$ cat config.mk
export PLATFORM = sky130hd
export DESIGN_NAME = round_robin_join_scheduler
export DESIGN_NICKNAME = d
export VERILOG_FILES = /design/src/design/rrjs_pkg.sv /design/src/design/round_robin_join_scheduler.sv /design/src/design/rrjs_ram.sv
export SDC_FILE = /design/constraint.sdc
export NUM_CORES = 2
export LEC_CHECK = 0
export BUFFER_PORTS_ARGS = -buffer_cell sky130_fd_sc_hd__buf_2
export CORE_ASPECT_RATIO = 1.75
export CORE_MARGIN = 4
export CORE_UTILIZATION = 38
export CTS_CLUSTER_SIZE = 28
export DETAILED_ROUTE_END_ITERATION = 16
export HOLD_SLACK_MARGIN = 0.08
export MAX_ROUTING_LAYER = met4
export PLACE_DENSITY_LB_ADDON = 0.08
export SYNTH_ARGS = -nofsm -noshare
export SYNTH_HDL_FRONTEND = slang
export SYNTH_SLANG_ARGS = --single-unit
$ cat constraint.sdc
create_clock -name clk_i -period 6.7 [get_ports clk_i]
set_input_delay 0 -clock clk_i [delete_from_list [all_inputs] [get_ports clk_i]]
set_output_delay 0 -clock clk_i [all_outputs]
set_load 0.005 [all_outputs]
$ cat src/design/rrjs_pkg.sv
// ----------------------------------------------------------------------------
// rrjs_pkg
// Shared types and codes of the round robin join scheduler.
// ----------------------------------------------------------------------------
package rrjs_pkg;

  localparam int unsigned TaskSlotsDef = 128;

  localparam logic [1:0] REQ_CREATE = 2'd0;
  localparam logic [1:0] REQ_WAIT   = 2'd1;
  localparam logic [1:0] REQ_EXIT   = 2'd2;

  localparam logic [1:0] STS_OK      = 2'd0;
  localparam logic [1:0] STS_FULL    = 2'd1;
  localparam logic [1:0] STS_INVALID = 2'd2;
  localparam logic [1:0] STS_NORUN   = 2'd3;

  localparam logic [1:0] SLOT_READY   = 2'd0;
  localparam logic [1:0] SLOT_WAITING = 2'd1;
  localparam logic [1:0] SLOT_DONE    = 2'd2;

  typedef struct packed {
    logic [1:0] req_type;
    logic [6:0] target_task;
  } rrjs_req_t;

  typedef struct packed {
    logic [1:0] status;
    logic [6:0] running_task;
    logic [6:0] new_handle;
    logic       switched;
  } rrjs_res_t;

endpackage

$ cat src/design/round_robin_join_scheduler.sv
// ----------------------------------------------------------------------------
// round_robin_join_scheduler
// Task slot table with create, join-wait and exit requests and a round robin
// pick of the next runnable slot. Slot state and join target share one RAM.
// ----------------------------------------------------------------------------
//  channel | direction | handshake                 | payload
//  --------+-----------+---------------------------+-----------
//  in      | input     | in_valid_i / in_stall_o   | rrjs_req_t
//  out     | output    | out_valid_o / out_stall_i | rrjs_res_t
//
//  Create, invalid handle and unused codes go from the execute state to the
//  result; a wait first reads its target slot and, if that target is done,
//  returns. A blocking wait and an exit then run the scan, which takes one
//  RAM read per slot plus one more for the join target of a waiting slot.
//  One request is in work at a time; in_stall_o is high until it finishes.
//  Reset needs no clearing pass: slots beyond slot_count are written on
//  create before any read, and slot 0 reads as ready until first written.
//  A stalled result holds in the output register.
// ----------------------------------------------------------------------------
module round_robin_join_scheduler
  import rrjs_pkg::*;
#(
  parameter int unsigned TASK_SLOTS = TaskSlotsDef
) (
  input  logic      clk_i,
  input  logic      rst_ni,
  input  logic      in_valid_i,
  output logic      in_stall_o,
  input  rrjs_req_t in_data_i,
  output logic      out_valid_o,
  input  logic      out_stall_i,
  output rrjs_res_t out_data_o
);

  localparam int unsigned IDX_W = $clog2(TASK_SLOTS);
  localparam int unsigned CNT_W = $clog2(TASK_SLOTS + 1);
  localparam int unsigned CMP_W = (CNT_W > 7) ? CNT_W : 7;
  localparam int unsigned WRD_W = IDX_W + 2;

  typedef enum logic [6:0] {
    S_IDLE  = 7'b0000001,
    S_EXEC  = 7'b0000010,
    S_TGT   = 7'b0000100,
    S_SCAN0 = 7'b0001000,
    S_CHK   = 7'b0010000,
    S_JOIN  = 7'b0100000,
    S_FIN   = 7'b1000000
  } fsm_e;

  fsm_e             state_q, state_d;
  rrjs_req_t        req_q, req_d;
  logic [IDX_W-1:0] cur_q, cur_d;
  logic [IDX_W-1:0] old_q, old_d;
  logic [CNT_W-1:0] cnt_q, cnt_d;
  logic [IDX_W-1:0] idx_q, idx_d;
  logic [CNT_W-1:0] k_q, k_d;
  logic [1:0]       sts_q, sts_d;
  logic [6:0]       hnd_q, hnd_d;
  logic             s0_wr_q;
  logic             rd0_q;
  logic             out_valid_q;
  rrjs_res_t        out_q;

  logic             ram_we;
  logic [IDX_W-1:0] ram_waddr;
  logic [WRD_W-1:0] ram_wdata;
  logic [IDX_W-1:0] ram_raddr;
  logic [WRD_W-1:0] ram_rdata;
  logic [WRD_W-1:0] rword;
  logic [1:0]       rstate;
  logic [IDX_W-1:0] rjoin;
  logic             out_load;

  function automatic logic [IDX_W-1:0] next_idx(input logic [IDX_W-1:0] i,
                                                input logic [CNT_W-1:0] n);
    logic [CNT_W-1:0] nx;
    nx = CNT_W'(i) + 1'b1;
    if (nx >= n) begin
      return '0;
    end
    return IDX_W'(nx);
  endfunction

  rrjs_ram #(
    .WIDTH(WRD_W),
    .DEPTH(TASK_SLOTS)
  ) u_ram (
    .clk_i  (clk_i),
    .we_i   (ram_we),
    .waddr_i(ram_waddr),
    .wdata_i(ram_wdata),
    .raddr_i(ram_raddr),
    .rdata_o(ram_rdata)
  );

  assign rword  = (rd0_q && !s0_wr_q) ? '0 : ram_rdata;
  assign rstate = rword[WRD_W-1:IDX_W];
  assign rjoin  = rword[IDX_W-1:0];

  assign in_stall_o  = (state_q != S_IDLE);
  assign out_valid_o = out_valid_q;
  assign out_data_o  = out_q;
  assign out_load    = (state_q == S_FIN) && (!out_valid_q || !out_stall_i);

  always_comb begin
    state_d   = state_q;
    req_d     = req_q;
    cur_d     = cur_q;
    old_d     = old_q;
    cnt_d     = cnt_q;
    idx_d     = idx_q;
    k_d       = k_q;
    sts_d     = sts_q;
    hnd_d     = hnd_q;
    ram_we    = 1'b0;
    ram_waddr = cur_q;
    ram_wdata = '0;
    ram_raddr = idx_q;

    unique case (state_q)
      S_IDLE: begin
        if (in_valid_i) begin
          req_d   = in_data_i;
          old_d   = cur_q;
          sts_d   = STS_OK;
          hnd_d   = '0;
          state_d = S_EXEC;
        end
      end
      S_EXEC: begin
        state_d = S_FIN;
        case (req_q.req_type)
          REQ_CREATE: begin
            if (cnt_q >= CNT_W'(TASK_SLOTS)) begin
              sts_d = STS_FULL;
            end else begin
              ram_we    = 1'b1;
              ram_waddr = IDX_W'(cnt_q);
              ram_wdata = {SLOT_READY, {IDX_W{1'b0}}};
              hnd_d     = 7'(cnt_q);
              cnt_d     = cnt_q + 1'b1;
            end
          end
          REQ_WAIT: begin
            if (CMP_W'(req_q.target_task) >= CMP_W'(cnt_q)) begin
              sts_d = STS_INVALID;
            end else begin
              ram_raddr = IDX_W'(req_q.target_task);
              state_d   = S_TGT;
            end
          end
          REQ_EXIT: begin
            ram_we    = 1'b1;
            ram_wdata = {SLOT_DONE, {IDX_W{1'b0}}};
            state_d   = S_SCAN0;
          end
          default: begin
          end
        endcase
      end
      S_TGT: begin
        if (rstate == SLOT_DONE) begin
          state_d = S_FIN;
        end else begin
          ram_we    = 1'b1;
          ram_wdata = {SLOT_WAITING, IDX_W'(req_q.target_task)};
          state_d   = S_SCAN0;
        end
      end
      S_SCAN0: begin
        idx_d     = next_idx(cur_q, cnt_q);
        ram_raddr = idx_d;
        k_d       = '0;
        state_d   = S_CHK;
      end
      S_CHK, S_JOIN: begin
        if (state_q == S_CHK && rstate == SLOT_READY) begin
          cur_d   = idx_q;
          state_d = S_FIN;
        end else if (state_q == S_CHK && rstate == SLOT_WAITING) begin
          ram_raddr = rjoin;
          state_d   = S_JOIN;
        end else if (state_q == S_JOIN && rstate == SLOT_DONE) begin
          ram_we    = 1'b1;
          ram_waddr = idx_q;
          ram_wdata = {SLOT_READY, {IDX_W{1'b0}}};
          cur_d     = idx_q;
          state_d   = S_FIN;
        end else if (k_q + 1'b1 == cnt_q) begin
          sts_d   = STS_NORUN;
          state_d = S_FIN;
          if (req_q.req_type == REQ_WAIT) begin
            ram_we    = 1'b1;
            ram_wdata = {SLOT_READY, {IDX_W{1'b0}}};
          end
        end else begin
          idx_d     = next_idx(idx_q, cnt_q);
          ram_raddr = idx_d;
          k_d       = k_q + 1'b1;
          state_d   = S_CHK;
        end
      end
      S_FIN: begin
        if (out_load) begin
          state_d = S_IDLE;
        end
      end
      default: begin
        state_d = S_IDLE;
      end
    endcase
  end

  always_ff @(posedge clk_i or negedge rst_ni) begin
    if (!rst_ni) begin
      state_q     <= S_IDLE;
      cur_q       <= '0;
      cnt_q       <= CNT_W'(1);
      s0_wr_q     <= 1'b0;
      rd0_q       <= 1'b0;
      out_valid_q <= 1'b0;
    end else begin
      state_q <= state_d;
      cur_q   <= cur_d;
      cnt_q   <= cnt_d;
      rd0_q   <= (ram_raddr == '0);
      if (ram_we && ram_waddr == '0) begin
        s0_wr_q <= 1'b1;
      end
      if (out_load) begin
        out_valid_q <= 1'b1;
      end else if (!out_stall_i) begin
        out_valid_q <= 1'b0;
      end
    end
  end

  always_ff @(posedge clk_i) begin
    req_q <= req_d;
    old_q <= old_d;
    idx_q <= idx_d;
    k_q   <= k_d;
    sts_q <= sts_d;
    hnd_q <= hnd_d;
    if (out_load) begin
      out_q.status       <= sts_q;
      out_q.running_task <= 7'(cur_q);
      out_q.new_handle   <= hnd_q;
      out_q.switched     <= (cur_q != old_q);
    end
  end

endmodule

$ cat src/design/rrjs_ram.sv
// ----------------------------------------------------------------------------
// rrjs_ram
// Generic single-port-write, single-port-read RAM with registered read data.
// ----------------------------------------------------------------------------
module rrjs_ram #(
  parameter int unsigned WIDTH = 9,
  parameter int unsigned DEPTH = 128
) (
  input  logic                     clk_i,
  input  logic                     we_i,
  input  logic [$clog2(DEPTH)-1:0] waddr_i,
  input  logic [WIDTH-1:0]         wdata_i,
  input  logic [$clog2(DEPTH)-1:0] raddr_i,
  output logic [WIDTH-1:0]         rdata_o
);

  logic [WIDTH-1:0] mem_q [DEPTH];
  logic [WIDTH-1:0] rdata_q;

  always_ff @(posedge clk_i) begin
    if (we_i) begin
      mem_q[waddr_i] <= wdata_i;
    end
    rdata_q <= mem_q[raddr_i];
  end

  assign rdata_o = rdata_q;

endmodule
### Word level (Yosys, flattened, before mapping)

Memories as Yosys holds them, arrays and structs flattened. A register that Yosys moved wholly into a read port is not among the register bits.
Cells that the tools add are included.

* word-level logic and storage cells: 153
* register bits: 82
* bits of input ports: 13
* output and inout bits: 19
* memories kept: 1
* RAM bits: 1152

* bitwise operators: 1
* eq/ne operators: 27
* reduce and logical (&&, ||, !) cells: 25
* $add $sub $neg: 4
* magnitude comparators: 4
* muxes and demuxes: 74

Memory list
* u_ram.mem_q: words 128, width 9, rd ports 1, clocked after memory_dff 1, wr ports 1, line rrjs_ram.sv:17 `logic [WIDTH-1:0] mem_q [DEPTH];`

Operator list (count)
* 7-bit 2-to-1 mux: 29
* 7-bit one-hot mux with 2 select lines: 4
* 7-bit one-hot mux with 6 select lines: 1
* 8-bit 2-to-1 mux: 5
* 7-bit one-hot mux with 3 select lines: 1
* 1-bit 2-to-1 mux: 19
* 9-bit 2-to-1 mux: 2
* 9-bit one-hot mux with 2 select lines: 1
* 7-bit by 1-bit adder with 8-bit output (second input constant): 2
* 8-bit by 1-bit adder with 8-bit output (second input constant): 2
* 8-bit greater-or-equal comparator: 2
* 2-bit inequality test (second input constant): 8
* 8-bit one-hot mux with 2 select lines: 1
* 7-bit zero test: 2
* 2-bit 2-to-1 mux: 7
* 9-bit AND reduction: 1
* 8-bit == test: 1
* 7-bit by 8-bit greater-or-equal comparator with 1-bit output: 1
* 8-bit greater-or-equal comparator (second input constant): 1
* 7-bit by 1-bit == test with 1-bit output (second input constant): 1
* 7-bit by 2-bit == test with 1-bit output (second input constant): 1
* 7-bit by 3-bit == test with 1-bit output (second input constant): 1
* 7-bit by 4-bit == test with 1-bit output (second input constant): 1
* 7-bit by 5-bit == test with 1-bit output (second input constant): 1
* other kinds (25): 40

### Depth between registers and ports, before layout

* depth in word-level cells: 16
* gate-level depth with buffers: 23
* mapped depth without buffers: 17

### Cells and area by module

A second synthesis with hierarchy kept.

* cell total of the unflattened synthesis: 2306
* area total of the unflattened synthesis: 49496.2 um^2

By module, submodules not included
* rrjs_ram: cells each 1816, instances 1, seq. area each 34773.4 um^2, area each 44510.2 um^2
* round_robin_join_scheduler: cells each 490, instances 1, seq. area each 2339.7 um^2, area each 4986.0 um^2

### Least setup slack after synthesis

OpenSTA, ideal clock, no wires.

* path kind: flip-flop to flip-flop
* from: register state_q[1]
* to: memory u_ram.mem_q[0][0], data pin
* arrival time: 5801 ps
* data required time: 5548 ps
* cell stages (with the launch flop): 6
* buffers on the path: 0
* library setup time: 1152 ps
* period minus slack after synthesis: 6953 ps
* slack: -253 ps
* cell sequence: dfrtp_1 > nor2_1 > nand2_1 > nor2_1 > nand2_1 > nor3_1

* word-level cells in the longest chain between the ends: 2
* elaborated cells between the ends (all ways): 3
* classes of those cells: eq/ne (2); mux (1)

RTL lines
* from (decl): line round_robin_join_scheduler.sv:50 `fsm_e state_q, state_d;`
* from (signal assigned): line round_robin_join_scheduler.sv:223 `state_q <= state_d;`
* 7-bit by 3-bit == test with 1-bit output or 7-bit by 2-bit == test with 1-bit output (tied branches): line round_robin_join_scheduler.sv:120 `unique case (state_q)`
* 9-bit one-hot mux with 2 select lines *: line round_robin_join_scheduler.sv:120
* named net ram_wdata[0]: line round_robin_join_scheduler.sv:66 `logic [WRD_W-1:0] ram_wdata;`
* to (decl): line rrjs_ram.sv:17

The timed path passes the listed nets; every way through them passes the cells marked *.

### Final worst setup path

* from: register cur_q[0]
* to: register u_ram.rdata_q[5] (netlist: u_ram.rdata_o[5]), read port of u_ram.mem_q

* word-level cells in the longest chain between the ends: 6

RTL lines
* from (decl): line round_robin_join_scheduler.sv:52 `logic [IDX_W-1:0] cur_q, cur_d;`
* from (signal assigned): line round_robin_join_scheduler.sv:224 `cur_q <= cur_d;`
* 7-bit by 1-bit adder with 8-bit output *: line round_robin_join_scheduler.sv:77 `nx = CNT_W'(i) + 1'b1;`
* 8-bit greater-or-equal comparator: line round_robin_join_scheduler.sv:78 `if (nx >= n) begin`
* 1-bit 2-to-1 mux: line round_robin_join_scheduler.sv:78
* 1-bit 2-to-1 mux: line round_robin_join_scheduler.sv:120
* 7-bit 2-to-1 mux *: line round_robin_join_scheduler.sv:81 `return IDX_W'(nx);`
* 7-bit one-hot mux with 3 select lines *: line round_robin_join_scheduler.sv:120
* to (decl): line rrjs_ram.sv:18 `logic [WIDTH-1:0] rdata_q;`

Every way passes the cells marked *; elsewhere a longest branch is shown, timed or not. The select of a mux whose other input is x is not followed.
A chain may end at the register's enable or synchronous reset.

==> out/qor.yml <==
status: "completed"
synthArstFlopShare: 0.0201
p_sw_mw: 7.14
final_cell_count_no_fill: 6113
viasPerCell: 5.64
setup_viol: 0
fmax_mhz: 159
synth_area_leaders: "edfxtp_1 70%, nand2_1 6.3%, nand3_1 3.6%"
finClkSkew_ns: 0.0312
p_sw_frac: 0.340
antenna_found_initial: 5
finalCritPeriodShare: 0.940
grt_max_degree: 98
cts_setup_buffers: 0
vdd_ir_drop_max_mv: 0.244
die-height_um: 496
maxCapViolations: 0
cts_buffers: 117
place_hpwl_mm: 129
gp_congestion: 0.948
cpLargestDelayFamily: "simple AND/OR/NAND/NOR gates"
core_area_um2: 135000
synth_top_area_frac: 0.702
clkPwrFrac: 0.317
drcViolationCount: 0
first_pass_iters: 5
path_depth: 21
grt_pass1_vias: 34100
start_util: 0.383
setup-tns-final_ns: 0
power-per-cell-area_nw_per_um2: 352
required_ns: 7.27
clkSinkCount: 1243
clk_latency_ns: 0.74
max_stage_delay_ns: 0.93
hold_viol_final: 0
cp-start-kind: "flip-flop"
crit_fanout: 28
dieArea_um2: 142000
slew_headroom: 0.134
final_nets: 4249
cp.buffers_inverters: 4
grtUsageTotal: 0.271
drive_gt1_frac: 0.138
hold_path_class: "in2reg"
final_cell_mix: "1209 x edfxtp_1, 862 x nand2_1, 376 x nand3_1"
seq_area_frac_synth: 0.717
slew_violations: 0
cts_root_buf: "clkbuf_16"
dr.first_iter.drc_count: 3199
synth_area_um2: 51700
grt_overflow: 0
intPower_mw: 13.9
area_growth_pct: 15.5
grt_pass1_wl_mm: 265
clk_pin_slew_worst_paths_ns: 0.07
ys_types: 91
ios: 32
numPortBuffers: 31
syn_inst: 3946
die_w_um: 287
synth-main-ff-cell: "edfxtp_1"
synth_edf_count: 1209
crit_type: "reg2reg"
arrival_ns: 6.86
place_ws_ns: 0.439
wl_mm: 190
cp_slowest_cell: "nor3_1"
dp_cells: 5862
tightestPinTransition_ns: 1.29
cts_tree: "yes"
r2r_cells: 21
wire_per_inst_um: 31.1
leakage_nw: 20.1
antenna_left: 0
path_cells: "ha_1 -> nand2_1 -> or2_2 -> xnor2_1 -> ha_1 -> o21ai_0 -> nor2_1 -> a211oi_1 -> buf_4 -> and2_1 -> a221o_2 -> a221o_4 -> buf_12 -> buf_4 -> buf_4 -> and3_1 -> a31oi_1 -> nand3_1 -> a22o_1 -> nor3_1 -> a22oi_1"
postLayoutSetupSlackWorst_ns: 0.401
cts.path.max_buffers: 3
rsz0062_at_grt: "false"
hold_slack_ns: 0.154
fin_crit_ns: 6.30
crit_top_cell: "buf_4"
combPwrFrac: 0.264
final_common_cell: "edfxtp_1"
critPathCaptureType: "flip-flop"
htreeDepth: 3
pwr-share-seq: 0.419
rows: 178
synth_seq_cells: 1243
avgSynthCellArea_um2: 13.1
yosysTopAreaCell: "edfxtp_1"
yosys_warnings: 0
synth_nets: 3990
hold-path-cell-count: 4
vias: 34500
[layout make-up]
type | count | area (µm²)
fill | 12500 | 75200
tap | 1800 | 2250
sequential | 1243 | 37100
clock buffer | 137 | 3090
inverter | 20 | 75.1
multi-input combinational | 2448 | 13500
antenna | 4 | 10.0
clock inverter | 86 | 679
timing repair buffer | 375 | 3060
[synthesized netlist by cell type (all sizes together), types with 11 or more instances]
cell       n
a21oi    164
and2      11
and3      76
o22ai     28
nor2b     11
o21ai     57
ha        31
nand4     68
o211ai    13
a31oi     47
xnor2     24
nor2     215
clkbuf    77
edfxtp  1209
inv       20
a311oi    16
a22oi     22
o311ai    11
nor3      45
a211oi    20
a32oi     15
a221oi    15
nand3    379
dfrtp     23
nor4      20
mux2i    140
xor2      14
nand2    867
a22o      11
buf      158
[final timing paths]
check | from | end | slack [ns]
setup / recovery | cur_q[0] | u_ram.rdata_o[5] | 0.40
hold / removal | out_stall_i | out_valid_o | 0.15
setup reg to reg | cur_q[0] | u_ram.rdata_o[5] | 0.40
hold reg to reg | hnd_q[3] | out_data_o[4] | 0.42
max in group asynchronous | rst_ni | cnt_q[5] | 6.12
min in group asynchronous | rst_ni | cnt_q[0] | 0.39
[stage by stage]
stage	util	power [mW]	cell area (µm²)
5_1_grt	0.443	21.7	59700
3_5_place_dp	0.413	14.5	55700
6_report	0.443	21.0	59700
4_1_cts	0.442	21.2	59700
3_3_place_gp	0.413	14.5	55700
2_1_floorplan	-	11.0	51700
[worst reg2reg max path, cell delays in order (launching register included)]
cell and delay [ns]:
dfrtp_1 0.55, ha_1 0.27, nand2_1 0.06, or2_2 0.29
xnor2_1 0.40, ha_1 0.26, o21ai_0 0.08, nor2_1 0.09
a211oi_1 0.06, buf_4 0.19, and2_1 0.22, a221o_2 0.44
a221o_4 0.62, buf_12 0.31, buf_4 0.21, buf_4 0.20
and3_1 0.17, a31oi_1 0.24, nand3_1 0.13, a22o_1 0.25
nor3_1 0.93, a22oi_1 0.18
[flip-flops by register name (all words and copies together) (netlist names), 2 cells and up]
signal and count:
u_ram.mem_q 1152, out_data_o 17, req_q 9, u_ram.rdata_o 9
cnt_q 8, k_q 8, cur_q 7, hnd_q 7
idx_q 7, old_q 7, state_q 7, sts_q 2
[layer usage]
| metal | share of wire | global-route usage |
|---|---|---|
| met5 | 0 | - |
| met4 | 0.068 | 0.153 |
| met3 | 0.047 | 0.0292 |
| met2 | 0.52 | 0.473 |
| met1 | 0.37 | 0.303 |
[power groups by stage]
stage	Clock (mW)	Sequential, mW	Combinational [mW]
final	6.67	8.80	5.55
after global routing	7.09	8.80	5.86
after CTS	6.79	8.80	5.57
after detailed placement	0	8.97	5.54
after global placement	0	8.97	5.53
after floorplan	0	8.81	2.19
[kinds of logic (layout without fill, tap and decap cells)]
logic type               count (synthesis)  after routing  synth area share
AO/OA/AOI/OAI                          502            502            0.0657
adder cells (fa/ha/maj)                 31             31           0.00750
flip-flops                            1243           1243             0.717
other                                    0              4                 0
XOR/XNOR                                41             41           0.00774
buffers and inverters                  255            618            0.0246
AND/OR/NAND/NOR                       1725           1725             0.148
multiplexers                           149            149            0.0291
[repair_timing]
action | in CTS | in global routing
gates resized for setup | 0 | 0
hold endpoints to repair | 73 | 0
hold buffers | 24 | 0
endpoints found under the setup margin | 0 | 0
Power figures use the tool's default switching activity.
